File: src/rtl/crbf_pkg.sv
// shared types and constants for the cigar region breakpoint finder
package crbf_pkg;

  // fixed field widths
  localparam int QW = 28;        // query positions, operation and read lengths
  localparam int CW_REG = 31;    // region coordinates and align start

  // stream payload widths; the tdata widths are padded to whole bytes
  localparam int IN_DATA_W  = 88;
  localparam int IN_USER_W  = 5;
  localparam int OUT_DATA_W = 120;
  localparam int OUT_USER_W = 2;

  // configuration register indexes
  localparam int CFG_IDX_W = 1;
  localparam logic [CFG_IDX_W-1:0] CFG_REGION_START = 1'd0;
  localparam logic [CFG_IDX_W-1:0] CFG_REGION_END   = 1'd1;

  typedef enum logic [3:0] {
    OP_M  = 4'd0,
    OP_I  = 4'd1,
    OP_D  = 4'd2,
    OP_N  = 4'd3,
    OP_S  = 4'd4,
    OP_H  = 4'd5,
    OP_P  = 4'd6,
    OP_EQ = 4'd7,
    OP_X  = 4'd8
  } cigar_op_e;

  typedef enum logic [1:0] {
    ST_NO_OVERLAP  = 2'd0,
    ST_SUBSEQ      = 2'd1,
    ST_UNUSABLE    = 2'd2,
    ST_INCONSISTENT = 2'd3
  } result_status_e;

endpackage

File: src/rtl/cigar_region_breakpoint_finder.sv
// cigar region breakpoint finder: per-read cigar walk and region sub-interval result
//
// Usage: the CIGAR operations of a read arrive one per transfer on the s_axis
// channel; the first one (first_op in tuser) also carries align_start and
// read_length and clears the per-read state, the one with tlast set closes the
// read. Each closing operation produces exactly one result transfer on m_axis:
// status in tuser, spanning flags and query offsets in tdata. Operations that do
// not close a read produce nothing.
// region_start and region_end are written through the cfg channel (always ready);
// the user must write them only while no read is in flight; the block does not enforce it.
// Throughput: one operation per cycle while the result stages have room for a
// closing operation, set by the single registered step that walks the cursors
// and updates the leftmost, rightmost, start and end points. A closing operation
// passes the input register, finished-read snapshot and output register to m_axis.
// A stalled receiver holds the result; the snapshot stage and the input
// register keep accepting until all three stages are full, then
// s_axis_tready_o drops, only while a closing operation waits behind them.
// Reset empties all stages, clears the per-read state and sets both region
// registers to zero.
module cigar_region_breakpoint_finder #(
  parameter int REF_COORD_BITS = 32,
  parameter int OP_INDEX_BITS  = 16
) (
  input  logic                                 clk_i,
  input  logic                                 rst_ni,
  // s_axis_tdata_i: op_length[27:0], align_start[58:28], read_length[86:59], zero pad
  input  logic [crbf_pkg::IN_DATA_W-1:0]       s_axis_tdata_i,
  // s_axis_tuser_i: op_code[3:0], first_op[4]
  input  logic [crbf_pkg::IN_USER_W-1:0]       s_axis_tuser_i,
  input  logic                                 s_axis_tlast_i,
  input  logic                                 s_axis_tvalid_i,
  output logic                                 s_axis_tready_o,
  // m_axis_tdata_o: span_left[0], span_right[1], sub_start[30:2], sub_end[59:31],
  // core_start[88:60], core_end[118:89], zero pad
  output logic [crbf_pkg::OUT_DATA_W-1:0]      m_axis_tdata_o,
  // m_axis_tuser_o: status[1:0]
  output logic [crbf_pkg::OUT_USER_W-1:0]      m_axis_tuser_o,
  output logic                                 m_axis_tvalid_o,
  input  logic                                 m_axis_tready_i,
  input  logic                                 cfg_valid_i,
  output logic                                 cfg_ready_o,
  input  logic [crbf_pkg::CFG_IDX_W-1:0]       cfg_index_i,
  input  logic [crbf_pkg::CW_REG-1:0]          cfg_data_i
);
  import crbf_pkg::*;

  localparam int RB = REF_COORD_BITS;
  localparam int OB = OP_INDEX_BITS;
  // compare width that holds any reference coordinate or region bound plus a carry
  localparam int CW = ((RB > CW_REG) ? RB : CW_REG) + 2;
  localparam logic [CW-1:0] RMAX_W = CW'({RB{1'b1}});
  // signed width for the result arithmetic
  localparam int SW = QW + 3;
  localparam logic signed [SW-1:0] NEG1 = '1;

  typedef struct packed {
    logic          aligned;
    logic [RB-1:0] left_ref;
    logic [RB-1:0] right_ref;
    logic          sp_valid;
    logic [QW-1:0] sp_qry;
    logic          sp_op1;
    logic          ep_valid;
    logic [QW-1:0] ep_qry;
    logic          lclip;
    logic [QW-1:0] lclip_len;
    logic [QW-1:0] rd_len;
  } snap_t;

  // configuration
  logic [CW_REG-1:0] region_start_q, region_end_q;
  logic [CW-1:0]     rs_w, re_w;

  // input register
  logic              s1_valid_q;
  logic [3:0]        s1_op_q;
  logic [QW-1:0]     s1_len_q;
  logic              s1_first_q, s1_last_q;
  logic [CW_REG-1:0] s1_as_q;
  logic [QW-1:0]     s1_rl_q;

  // per-read state
  logic [RB-1:0]     ref_cur_q, ref_cur_d;
  logic [QW-1:0]     qry_cur_q, qry_cur_d;
  logic [OB-1:0]     op_cnt_q, op_cnt_d;
  logic [QW-1:0]     rd_len_q, rd_len_d;
  logic              aligned_q, aligned_d;
  logic [RB-1:0]     left_ref_q, left_ref_d;
  logic [RB-1:0]     right_ref_q, right_ref_d;
  logic              sp_valid_q, sp_valid_d;
  logic [RB-1:0]     sp_dist_q, sp_dist_d;
  logic [QW-1:0]     sp_qry_q, sp_qry_d;
  logic              sp_op1_q, sp_op1_d;
  logic              ep_valid_q, ep_valid_d;
  logic [CW_REG-1:0] ep_dist_q, ep_dist_d;
  logic [QW-1:0]     ep_qry_q, ep_qry_d;
  logic              lclip_q, lclip_d;
  logic [QW-1:0]     lclip_len_q, lclip_len_d;

  // state after the first-op clear
  logic [RB-1:0]     b_ref;
  logic [QW-1:0]     b_qry;
  logic [OB-1:0]     b_cnt;
  logic              b_aligned, b_sp_valid, b_ep_valid;
  logic [RB-1:0]     b_right_ref, b_sp_dist;
  logic [CW_REG-1:0] b_ep_dist;
  logic [CW-1:0]     as_w;

  // match step
  logic [QW-1:0]     jr, jr_eff, sp_j, ep_j;
  logic [CW-1:0]     r0_w, rj_w, rlast_w, ep_span, r_sum;
  logic              r_over;
  logic [RB-1:0]     rlast, r_add, sp_d;
  logic [CW_REG-1:0] ep_d;
  logic              sp_hit, sp_better, ep_hit, ep_better, right_better;

  // pipeline control
  logic  s_accept, s1_adv, st2_valid_q, st2_adv, st2_free, st3_ready;
  snap_t snap_d, snap_q;

  // result stage
  logic [CW-1:0]          lref_w, rref_w;
  logic signed [SW-1:0]   qs, qe, qs_adj, ss, se, cs, ce, rl, span_len;
  logic                   sl, sr;
  result_status_e         st;

  logic                   out_valid_q;
  result_status_e         out_status_q;
  logic                   out_span_l_q, out_span_r_q;
  logic [QW:0]            out_sub_s_q, out_sub_e_q, out_core_s_q;
  logic [QW+1:0]          out_core_e_q;

  function automatic logic [QW-1:0] qsat(input logic [QW-1:0] a, input logic [QW-1:0] b);
    logic [QW:0] s;
    s = {1'b0, a} + {1'b0, b};
    return s[QW] ? {QW{1'b1}} : s[QW-1:0];
  endfunction

  // configuration channel
  assign cfg_ready_o = 1'b1;

  always_ff @(posedge clk_i or negedge rst_ni) begin
    if (!rst_ni) begin
      region_start_q <= '0;
      region_end_q   <= '0;
    end else if (cfg_valid_i) begin
      case (cfg_index_i)
        CFG_REGION_START: region_start_q <= cfg_data_i;
        CFG_REGION_END:   region_end_q   <= cfg_data_i;
        default: ;
      endcase
    end
  end

  assign rs_w = CW'(region_start_q);
  assign re_w = CW'(region_end_q);

  // handshakes
  assign st3_ready       = !out_valid_q || m_axis_tready_i;
  assign st2_adv         = st2_valid_q && st3_ready;
  assign st2_free        = !st2_valid_q || st3_ready;
  assign s1_adv          = s1_valid_q && (!s1_last_q || st2_free);
  assign s_axis_tready_o = !s1_valid_q || s1_adv;
  assign s_accept        = s_axis_tvalid_i && s_axis_tready_o;

  always_ff @(posedge clk_i or negedge rst_ni) begin
    if (!rst_ni) begin
      s1_valid_q <= 1'b0;
    end else if (s_accept) begin
      s1_valid_q <= 1'b1;
    end else if (s1_adv) begin
      s1_valid_q <= 1'b0;
    end
  end

  always_ff @(posedge clk_i) begin
    if (s_accept) begin
      s1_op_q    <= s_axis_tuser_i[3:0];
      s1_first_q <= s_axis_tuser_i[4];
      s1_last_q  <= s_axis_tlast_i;
      s1_len_q   <= s_axis_tdata_i[27:0];
      s1_as_q    <= s_axis_tdata_i[58:28];
      s1_rl_q    <= s_axis_tdata_i[86:59];
    end
  end

  // first op clears the read before the op itself is taken
  always_comb begin
    as_w        = CW'(s1_as_q);
    b_ref       = s1_first_q ? ((as_w > RMAX_W) ? RMAX_W[RB-1:0] : as_w[RB-1:0]) : ref_cur_q;
    b_qry       = s1_first_q ? '0 : qry_cur_q;
    b_cnt       = s1_first_q ? '0 : op_cnt_q;
    b_aligned   = s1_first_q ? 1'b0 : aligned_q;
    b_right_ref = s1_first_q ? '0 : right_ref_q;
    b_sp_valid  = s1_first_q ? 1'b0 : sp_valid_q;
    b_sp_dist   = s1_first_q ? '0 : sp_dist_q;
    b_ep_valid  = s1_first_q ? 1'b0 : ep_valid_q;
    b_ep_dist   = s1_first_q ? '0 : ep_dist_q;
  end

  // closed form for one match run
  always_comb begin
    jr      = s1_len_q - 1'b1;
    r0_w    = CW'(b_ref);
    rj_w    = r0_w + CW'(jr);
    r_over  = rj_w > RMAX_W;
    rlast   = r_over ? RMAX_W[RB-1:0] : rj_w[RB-1:0];
    jr_eff  = r_over ? QW'(RMAX_W - r0_w) : jr;
    rlast_w = CW'(rlast);
    right_better = !b_aligned || (rlast > b_right_ref);

    sp_hit    = rlast_w >= rs_w;
    sp_j      = (rs_w > r0_w) ? QW'(rs_w - r0_w) : '0;
    sp_d      = (r0_w > rs_w) ? RB'(r0_w - rs_w) : '0;
    sp_better = !b_sp_valid || (sp_d < b_sp_dist);

    ep_hit    = r0_w <= re_w;
    ep_span   = re_w - r0_w;
    ep_j      = (ep_span > CW'(jr_eff)) ? jr_eff : QW'(ep_span);
    ep_d      = CW_REG'(ep_span - CW'(ep_j));
    ep_better = !b_ep_valid || (ep_d < b_ep_dist);

    r_sum = r0_w + CW'(s1_len_q);
    r_add = (r_sum > RMAX_W) ? RMAX_W[RB-1:0] : r_sum[RB-1:0];
  end

  always_comb begin
    ref_cur_d   = b_ref;
    qry_cur_d   = b_qry;
    op_cnt_d    = (&b_cnt) ? b_cnt : b_cnt + 1'b1;
    rd_len_d    = s1_first_q ? s1_rl_q : rd_len_q;
    aligned_d   = b_aligned;
    left_ref_d  = s1_first_q ? '0 : left_ref_q;
    right_ref_d = b_right_ref;
    sp_valid_d  = b_sp_valid;
    sp_dist_d   = b_sp_dist;
    sp_qry_d    = s1_first_q ? '0 : sp_qry_q;
    sp_op1_d    = s1_first_q ? 1'b0 : sp_op1_q;
    ep_valid_d  = b_ep_valid;
    ep_dist_d   = b_ep_dist;
    ep_qry_d    = s1_first_q ? '0 : ep_qry_q;
    lclip_d     = s1_first_q ? 1'b0 : lclip_q;
    lclip_len_d = s1_first_q ? '0 : lclip_len_q;

    case (cigar_op_e'(s1_op_q))
      OP_S, OP_H: begin
        if (b_cnt == '0) begin
          lclip_d     = 1'b1;
          lclip_len_d = s1_len_q;
        end
        if (cigar_op_e'(s1_op_q) == OP_S) begin
          qry_cur_d = qsat(b_qry, s1_len_q);
        end
      end
      OP_M, OP_EQ, OP_X: begin
        if (s1_len_q != '0) begin
          if (!b_aligned) begin
            left_ref_d = b_ref;
          end
          aligned_d = 1'b1;
          if (right_better) begin
            right_ref_d = rlast;
          end
          if (sp_hit && sp_better) begin
            sp_valid_d = 1'b1;
            sp_dist_d  = sp_d;
            sp_qry_d   = qsat(b_qry, sp_j);
            sp_op1_d   = (b_cnt == OB'(1));
          end
          if (ep_hit && ep_better) begin
            ep_valid_d = 1'b1;
            ep_dist_d  = ep_d;
            ep_qry_d   = qsat(b_qry, ep_j);
          end
        end
        ref_cur_d = r_add;
        qry_cur_d = qsat(b_qry, s1_len_q);
      end
      OP_I: qry_cur_d = qsat(b_qry, s1_len_q);
      OP_D: ref_cur_d = r_add;
      default: ;
    endcase
  end

  always_ff @(posedge clk_i or negedge rst_ni) begin
    if (!rst_ni) begin
      ref_cur_q   <= '0;
      qry_cur_q   <= '0;
      op_cnt_q    <= '0;
      rd_len_q    <= '0;
      aligned_q   <= 1'b0;
      left_ref_q  <= '0;
      right_ref_q <= '0;
      sp_valid_q  <= 1'b0;
      sp_dist_q   <= '0;
      sp_qry_q    <= '0;
      sp_op1_q    <= 1'b0;
      ep_valid_q  <= 1'b0;
      ep_dist_q   <= '0;
      ep_qry_q    <= '0;
      lclip_q     <= 1'b0;
      lclip_len_q <= '0;
    end else if (s1_adv) begin
      ref_cur_q   <= ref_cur_d;
      qry_cur_q   <= qry_cur_d;
      op_cnt_q    <= op_cnt_d;
      rd_len_q    <= rd_len_d;
      aligned_q   <= aligned_d;
      left_ref_q  <= left_ref_d;
      right_ref_q <= right_ref_d;
      sp_valid_q  <= sp_valid_d;
      sp_dist_q   <= sp_dist_d;
      sp_qry_q    <= sp_qry_d;
      sp_op1_q    <= sp_op1_d;
      ep_valid_q  <= ep_valid_d;
      ep_dist_q   <= ep_dist_d;
      ep_qry_q    <= ep_qry_d;
      lclip_q     <= lclip_d;
      lclip_len_q <= lclip_len_d;
    end
  end

  // snapshot of the finished read
  always_comb begin
    snap_d.aligned   = aligned_d;
    snap_d.left_ref  = left_ref_d;
    snap_d.right_ref = right_ref_d;
    snap_d.sp_valid  = sp_valid_d;
    snap_d.sp_qry    = sp_qry_d;
    snap_d.sp_op1    = sp_op1_d;
    snap_d.ep_valid  = ep_valid_d;
    snap_d.ep_qry    = ep_qry_d;
    snap_d.lclip     = lclip_d;
    snap_d.lclip_len = lclip_len_d;
    snap_d.rd_len    = rd_len_d;
  end

  always_ff @(posedge clk_i or negedge rst_ni) begin
    if (!rst_ni) begin
      st2_valid_q <= 1'b0;
    end else if (s1_adv && s1_last_q) begin
      st2_valid_q <= 1'b1;
    end else if (st2_adv) begin
      st2_valid_q <= 1'b0;
    end
  end

  always_ff @(posedge clk_i) begin
    if (s1_adv && s1_last_q) begin
      snap_q <= snap_d;
    end
  end

  // result from the snapshot
  always_comb begin
    lref_w   = CW'(snap_q.left_ref);
    rref_w   = CW'(snap_q.right_ref);
    qs       = snap_q.sp_valid ? $signed({3'b000, snap_q.sp_qry}) : NEG1;
    qe       = snap_q.ep_valid ? $signed({3'b000, snap_q.ep_qry}) : NEG1;
    rl       = $signed({3'b000, snap_q.rd_len});
    qs_adj   = qs;
    sl       = 1'b0;
    sr       = 1'b0;
    ss       = NEG1;
    se       = NEG1;
    cs       = NEG1;
    ce       = NEG1;
    span_len = '0;
    st       = ST_NO_OVERLAP;
    if (!snap_q.aligned || rref_w < rs_w || lref_w > re_w) begin
      st = ST_NO_OVERLAP;
    end else if (snap_q.sp_valid && snap_q.ep_valid && snap_q.sp_qry > snap_q.ep_qry) begin
      // region lies inside a deletion
      st = ST_UNUSABLE;
      sl = 1'b1;
      sr = 1'b1;
    end else begin
      // left clip widens the interval when the start point sits in the op after it
      if (lref_w > rs_w && snap_q.lclip && snap_q.sp_op1 && snap_q.sp_valid &&
          snap_q.sp_qry != '0) begin
        qs_adj = qs - $signed({3'b000, snap_q.lclip_len});
      end
      sl = lref_w <= rs_w;
      sr = rref_w >= re_w;
      if (sl && sr) begin
        ss = qs_adj;
        se = qe;
      end else if (sl) begin
        ss = qs_adj;
        se = rl;
      end else if (sr) begin
        ss = '0;
        se = qe;
      end else begin
        ss = '0;
        se = rl;
      end
      cs       = qs;
      ce       = qe;
      span_len = se - ss;
      if ((ss == NEG1) != (se == NEG1)) begin
        st = ST_INCONSISTENT;
      end else if (ss == NEG1 || rl < span_len) begin
        st = ST_UNUSABLE;
      end else begin
        st = ST_SUBSEQ;
        cs = qs - ss;
        ce = qe - ss;
      end
    end
  end

  always_ff @(posedge clk_i or negedge rst_ni) begin
    if (!rst_ni) begin
      out_valid_q <= 1'b0;
    end else if (st2_adv) begin
      out_valid_q <= 1'b1;
    end else if (m_axis_tready_i) begin
      out_valid_q <= 1'b0;
    end
  end

  always_ff @(posedge clk_i) begin
    if (st2_adv) begin
      out_status_q <= st;
      out_span_l_q <= sl;
      out_span_r_q <= sr;
      out_sub_s_q  <= ss[QW:0];
      out_sub_e_q  <= se[QW:0];
      out_core_s_q <= cs[QW:0];
      out_core_e_q <= ce[QW+1:0];
    end
  end

  assign m_axis_tvalid_o = out_valid_q;
  assign m_axis_tuser_o  = out_status_q;
  assign m_axis_tdata_o  = {1'b0, out_core_e_q, out_core_s_q, out_sub_e_q, out_sub_s_q,
                            out_span_r_q, out_span_l_q};

`ifndef SYNTH
  a_no_overlap_clear: assert property (@(posedge clk_i) disable iff (!rst_ni)
    m_axis_tvalid_o && out_status_q == ST_NO_OVERLAP |->
      !out_span_l_q && !out_span_r_q && (&out_sub_s_q) && (&out_sub_e_q))
    else $error("no-overlap result carries spans or offsets");

  a_subseq_bounds: assert property (@(posedge clk_i) disable iff (!rst_ni)
    m_axis_tvalid_o && out_status_q == ST_SUBSEQ |-> !(&out_sub_s_q) && !(&out_sub_e_q))
    else $error("subsequence result without both bounds");

  a_stall_cause: assert property (@(posedge clk_i) disable iff (!rst_ni)
    !s_axis_tready_o |->
      s1_valid_q && s1_last_q && st2_valid_q && out_valid_q && !m_axis_tready_i)
    else $error("input stalled with room in the pipeline");

  a_snap_hold: assert property (@(posedge clk_i) disable iff (!rst_ni)
    st2_valid_q && out_valid_q && !m_axis_tready_i |=> st2_valid_q)
    else $error("finished read lost while output stalled");
`endif

endmodule
File: config.mk
export PLATFORM = sky130hd
export DESIGN_NAME = cigar_region_breakpoint_finder
export DESIGN_NICKNAME = d
export VERILOG_FILES = /design/src/rtl/crbf_pkg.sv /design/src/rtl/cigar_region_breakpoint_finder.sv
export SDC_FILE = /design/constraint.sdc
export NUM_CORES = 2
export LEC_CHECK = 0
export BUFFER_PORTS_ARGS = -buffer_cell sky130_fd_sc_hd__clkbuf_2
export CORE_MARGIN = 2
export CORE_UTILIZATION = 50
export DETAILED_ROUTE_END_ITERATION = 8
export PLACE_DENSITY = 0.67
export SKIP_LAST_GASP = 1
export SLEW_MARGIN = 20
export SYNTH_ARGS = -nofsm -noshare
export SYNTH_HDL_FRONTEND = slang
export SYNTH_SLANG_ARGS = --single-unit
File: constraint.sdc
create_clock -name clk_i -period 12.9 [get_ports clk_i]
set_input_delay 0 -clock clk_i [delete_from_list [all_inputs] [get_ports clk_i]]
set_output_delay 0 -clock clk_i [all_outputs]
set_load 0.01 [all_outputs]
; Yosys cells after proc, flatten, opt, wreduce, memory -nomap -nowiden
; Index checks and enable logic that the tools add are counted.
; Widths: inputs -> output; s select.
[totals]
ff_bits = 780
in_bits = 131
output_inout_bits = 125
[op_classes]
n_addsub = 16
n_lt_le_gt_ge = 17
eq_ne = 10
muxes = 89
bitwise = 1
n_reduce_logical = 46
[ops]
columns = operator, n
row1 = $mux 28, 20
row2 = $mux 32, 17
row3 = $mux 31, 16
row4 = $gt 32x31->1, 3
row5 = $add 28x28->29, 3
row6 = $add 32x28->33, 2
row7 = $gt 33x32->1 const B, 2
row8 = $ge 32x31->1, 2
row9 = $le 32x31->1, 2
row10 = $eq 31x1->1 const B, 2
row11 = $sub 31x29->31, 2
row12 = $mux 30, 2
row13 = $mux 29, 2
row14 = $pmux 28 s2, 1
row15 = $reduce_bool 28->1, 2
row16 = $gt 34x28->1, 1
row17 = $sub 31x32->33, 1
row18 = $gt 31x32->1, 1
row19 = $gt 32x32->1, 1
row20 = $lt 32x31->1, 1
row21 = $lt 32x32->1, 1
row22 = $mux 16, 2
row23 = $sub 32x31->32, 1
row24 = $lt 29x31->1, 1
row25 = other kinds (29), 91

; Depth between registers and ports, before layout
[logic_depth]
word_depth = 16
mapped_depth = 59
depth_no_buf = 50

; Worst setup path before layout
; OpenSTA, ideal clock, no wires.
[synth_path]
kind = register to register
from = register s1_len_q[3]
to = register ep_dist_q[17]
setup_ps = 118
t_arrival_ps = 11312
required_ps = 12782
slack_ps = 1470
path_stages_with_launch = 54
n_path_buf = 5
synth_period_minus_slack_ps = 11430
cell_sequence = edfxtp_1 > or3_1 > or4_1 > or3_1 > nor2_1 > inv_1 > or3_1 > xnor2_1 > ha_1 > and4_1 > nand4_1 > o21ai_0 > a211oi_1 > and3_1 > o31ai_1 > nand3_1 > clkbuf_1 > mux2i_1 > [18 not listed] > a211oi_1 > o21ai_0 > a21oi_1 > a21o_1 > a21oi_1 > xnor2_1 > ha_1 > a21o_1 > a21oi_1 > nor2_1 > a2111oi_0 > o21bai_1 > a211oi_1 > buf_6 > nand2_1 > buf_4 > and3_1 > a21o_1
[synth_via]
elab_chain_len = 13
word_cells_on_any_way = 14
classes_between = add/sub (3) / order compare (3) / mux (5) / reduce/logical (3)
[synth_lines]
columns = element, line_no
row1 = start: declaration, cigar_region_breakpoint_finder.sv:77  ; logic [QW-1:0] s1_len_q;
row2 = start signal: assignment, cigar_region_breakpoint_finder.sv:181  ; s1_len_q <= s_axis_tdata_i[27:0];
row3 = $sub 28x1->28, cigar_region_breakpoint_finder.sv:203  ; jr = s1_len_q - 1'b1;
row4 = $add 32x28->33, cigar_region_breakpoint_finder.sv:205  ; rj_w = r0_w + CW'(jr);
row5 = $gt 33x32->1, cigar_region_breakpoint_finder.sv:206  ; r_over = rj_w > RMAX_W;
row6 = $mux 28, cigar_region_breakpoint_finder.sv:208  ; jr_eff = r_over ? QW'(RMAX_W - r0_w) : jr;
row7 = $gt 34x28->1, cigar_region_breakpoint_finder.sv:219  ; ep_j = (ep_span > CW'(jr_eff)) ? jr_eff : QW'(ep_span);
row8 = $mux 28, cigar_region_breakpoint_finder.sv:219
row9 = $sub 31x29->31, cigar_region_breakpoint_finder.sv:220  ; ep_d = CW_REG'(ep_span - CW'(ep_j));
row10 = $lt 31x31->1, cigar_region_breakpoint_finder.sv:221  ; ep_better = !b_ep_valid || (ep_d < b_ep_dist);
row11 = $logic_or 1x1->1, cigar_region_breakpoint_finder.sv:221
row12 = $logic_and 1x1->1, cigar_region_breakpoint_finder.sv:270  ; if (ep_hit && ep_better) begin
row13 = $mux 31, cigar_region_breakpoint_finder.sv:270
row14 = $mux 31 (*), cigar_region_breakpoint_finder.sv:256  ; if (s1_len_q != '0) begin
row15 = $mux 31 (*), cigar_region_breakpoint_finder.sv:245  ; case (cigar_op_e'(s1_op_q))
row16 = end signal: assignment, cigar_region_breakpoint_finder.sv:316  ; ep_dist_q <= ep_dist_d;
row17 = end: declaration, cigar_region_breakpoint_finder.sv:95  ; logic [CW_REG-1:0] ep_dist_q, ep_dist_d;
; Every way passes the cells marked *; elsewhere a longest branch is shown, timed or not.
; A chain may end at the register's enable or synchronous reset.

; Worst setup path in the final report
[layout_path]
from = register s1_len_q[2]
to = register ep_dist_q[17]
; Same word-level chain as after synthesis.

==> impl_results.md <==
- Hold Fails Final Rpt: 0
- Largest net degree at the start of global routing: 131
- Final Routed Wirelength: approximately 200000 µm
- Clk Latency, worst-skew pair: between 0.7 and 0.8 ns
- Fmax: about 80 MHz
- Sequential area share after synthesis: 0.347
- Kind of end point of the critical path: flop
- Finished Layout Cells: 8035
- Post-Syn Area: between 50000 and 60000 µm²
- Root Buffer: clkbuf_16
- Worst EP arrival: 12.89 ns
- Relative slew slack: 0.257
- HP Class: primary input to flop
- Most frequent cells in the layout: 679 x ha_1, 633 x nand2_1, 478 x o21ai_0
- Top_reg_cell synth: edfxtp_1
- Area growth syn-to-layout: 13.9%
- CTS H-Tree Depth: 3
- # fillers: slightly below 10000
- Final Cell Area: ~64000 µm²
- Dpl hpwl: 155000 µm
- Reg-to-reg critical path startpoint: s1_len_q[2]
- Core Area: between 100000 and 150000 µm²
- Hold path start: s_axis_tuser_i[4]
- Worst EP required: around 13 ns
- Max Cap Viol: 0
- Fin util: 0.575
- DRT antenna net count: 0
- Die Area: 115000 µm²
- Hold Crit Depth: 2
- Clock power frac: 0.212
- Worst Max-Slew Pin Slew: 1.11 ns
- Reg2Reg Depth: 49
- CTS tree: done
- Power Dens Cells: between 150 and 200 nW/µm²
- Fin nets: ~7300
- First-pass GRT wire length: just under 300000 µm
- Hold endpoint: s1_first_q
- Initial Utilization: 0.505
- CP max stage cell: edfxtp_1
- Minimum clock period: between 10 and 15 ns
- VDD IR max: 0.136 mV
- Crit-path max cell delay: approximately 0.50 ns
- Drt drc: 0
- IO Pins: 256
- Die Wd: 339 µm
- Total gr overflow: 0
- Critical path class: flop to flop
- Fin crit share: 0.953
- Syn_nets: about 7000
- Cell variety after synth: 90
- Cells after DPL: just under 8000
- Final setup violation count: 0
- Clock slew at reported path FFs: approximately 0.060 ns
- IO Port Bufs: between 200 and 300
- Syn_area_per_cell: 9.18 µm²
- Vias/cell: about 6.2
- R2R Path End: ep_dist_q[17]
- Outcome: finished clean
- Commonest non-fill, non-tap cell in the layout: ha_1
- Hold slack final: 0.0161 ns
- Sequential share of power: 0.256
- Initial DRC Count: approximately 4500
- Ratio of cells with drive above 1 in the final layout: 0.120
- Num CTS Buffers: between 80 and 90
- Post-synth EDFFs: between 300 and 400
- Setup TNS: 0 ns
- Layout Skew: around 0.057 ns
- Initial antenna violation count: 3
- Wire per inst: approximately 25 µm
- Vias in the first global route: roughly 47000
- Sw Ratio: 0.438
- Vias: around 50000
- FFs w/ async S/R, synth: 0.482
- Clock Tree Buf Depth: 3
- Post-Syn Instances: roughly 6100
- Pint: about 6.4 mW
- Slew Limit Fails: 0
- Worst-path fanout max: 34
- GRT Total Usage: 0.341
- Register-to-Register Setup Slack: 0.60 ns
- Warnings from Yosys: 0
- Yosys reg bits: ~700
- LEAKAGE: roughly 28 nW
- Final Wtd Congestion: about 1.1
- Clk sinks: between 700 and 800
- # rows: 122
- Die Span Y: between 300 and 400 µm
- DRT Pass-1 Iters: 6
- Sw power: 4.96 mW
- Comb pwr share: 0.532
- DP Area: 59000 µm²
- Critical path launch point type: flop
[synth_stat cells (all sizes together) (44+ instances only)]
master,number,share of area
a211oi,54,0.0072
a21o,254,0.034
a21oi,396,0.036
a31oi,44,0.0049
and2,46,0.0051
and3,51,0.0057
buf,66,0.0070
clkbuf,198,0.013
dfrtp,339,0.15
edfxtp,365,0.20
ha,679,0.15
inv,283,0.019
mux2,199,0.040
mux2i,128,0.023
nand2,638,0.043
nand2b,109,0.012
nand3,173,0.015
nand4,79,0.0088
nor2,407,0.027
nor2b,94,0.010
nor3,90,0.0080
o211ai,73,0.0098
o21a,68,0.0091
o21ai,499,0.045
xnor2,192,0.030
xor2,97,0.015
[layer usage]
metal	track usage	vias to the layer above	routed length (µm)
li1	-	23100	-
met1	0.442	23800	82700
met2	0.547	2099	90800
met3	0.0514	509	14300
met4	0.188	2	12800
met5	0	-	16
[layout make-up]
| class | count | area [µm²] | share of cell area |
|---|---|---|---|
| Multi-Input combinational cell | 4852 | 34600 | 0.542 |
| Sequential cell | 704 | 19400 | 0.305 |
| Timing Repair Buffer | 551 | 4090 | 0.0640 |
| Clock buffer | 113 | 2260 | 0.0354 |
| Tap cell | 1488 | 1860 | 0.0292 |
| Inverter | 283 | 1070 | 0.0167 |
| Clock inverter | 39 | 514 | 0.00806 |
| Antenna cell | 5 | 12.5 | 0.000196 |
[stage by stage]
step	total power [mW]	setup slack [ns]
after CTS	11.2	0.284
after global placement	8.65	0.576
after global routing	12.0	-0.00756
final	11.3	0.603
after detailed placement	8.74	0.348
after floorplan	6.96	1.47
[worst max path at each step]
stage	start	endpoint	cells after the start
floorplan	s1_len_q[3]	ep_dist_q[17]	53
global placement	s1_len_q[3]	ep_dist_q[29]	50
detailed placement	s1_len_q[3]	ep_dist_q[29]	48
CTS	s1_len_q[2]	ep_dist_q[17]	48
global route	s1_len_q[2]	ep_dist_q[29]	49
finish	s1_len_q[2]	ep_dist_q[17]	49
[flip-flops by register name, summed over array words and instances (netlist names), 2 cells and up]
signal          count
m_axis_tuser_o      2
out_sub_e_q        29
s1_op_q             4
rref_w             32
sp_dist_q          32
sp_qry_q           28
rl                 28
out_sub_s_q        29
s1_len_q           28
qry_cur_q          28
snap_q             59
lref_w             32
out_core_e_q       30
s1_rl_q            28
right_ref_q        32
ep_qry_q           28
ref_cur_q          32
out_core_s_q       29
region_end_q       31
left_ref_q         32
rd_len_q           28
region_start_q     31
s1_as_q            31
ep_dist_q          31
[power by group through the flow]
stage,Clock [mW],Combinational (mW),Sequential (mW)
after floorplan,0,4.10,2.86
after global placement,0,5.73,2.92
after detailed placement,0,5.80,2.93
after CTS,2.43,5.89,2.89
after global routing,2.51,6.59,2.92
final,2.40,6.03,2.90
[kinds of logic after synthesis]
family          share of synthesized area
buf+inv                            0.0392
compound gates                      0.198
flops                               0.347
simple gates                        0.152
xor+xnor                           0.0452
fa+ha+maj                           0.156
other cells                      0.000134
mux                                0.0629
[critical path, delay by kind of cell (launching register included)]
family,cells,cell delay [ns]
adder cells (fa/ha/maj),4,1.27
AO/OA/AOI/OAI,20,3.95
XOR/XNOR,2,0.46
multiplexers,1,0.36
AND/OR/NAND/NOR,18,4.90
buffers and inverters,4,0.71
flip-flops,1,0.50
[repair_timing]
| action | in CTS | in global routing |
|---|---|---|
| hold endpoints to repair | 303 | 1 |
| hold buffers | 191 | 1 |
| buffers inserted | 0 | 4 |
| gates resized for setup | 0 | 21 |
| setup endpoints to repair | 0 | 87 |
(Power assumes the default switching activity.)
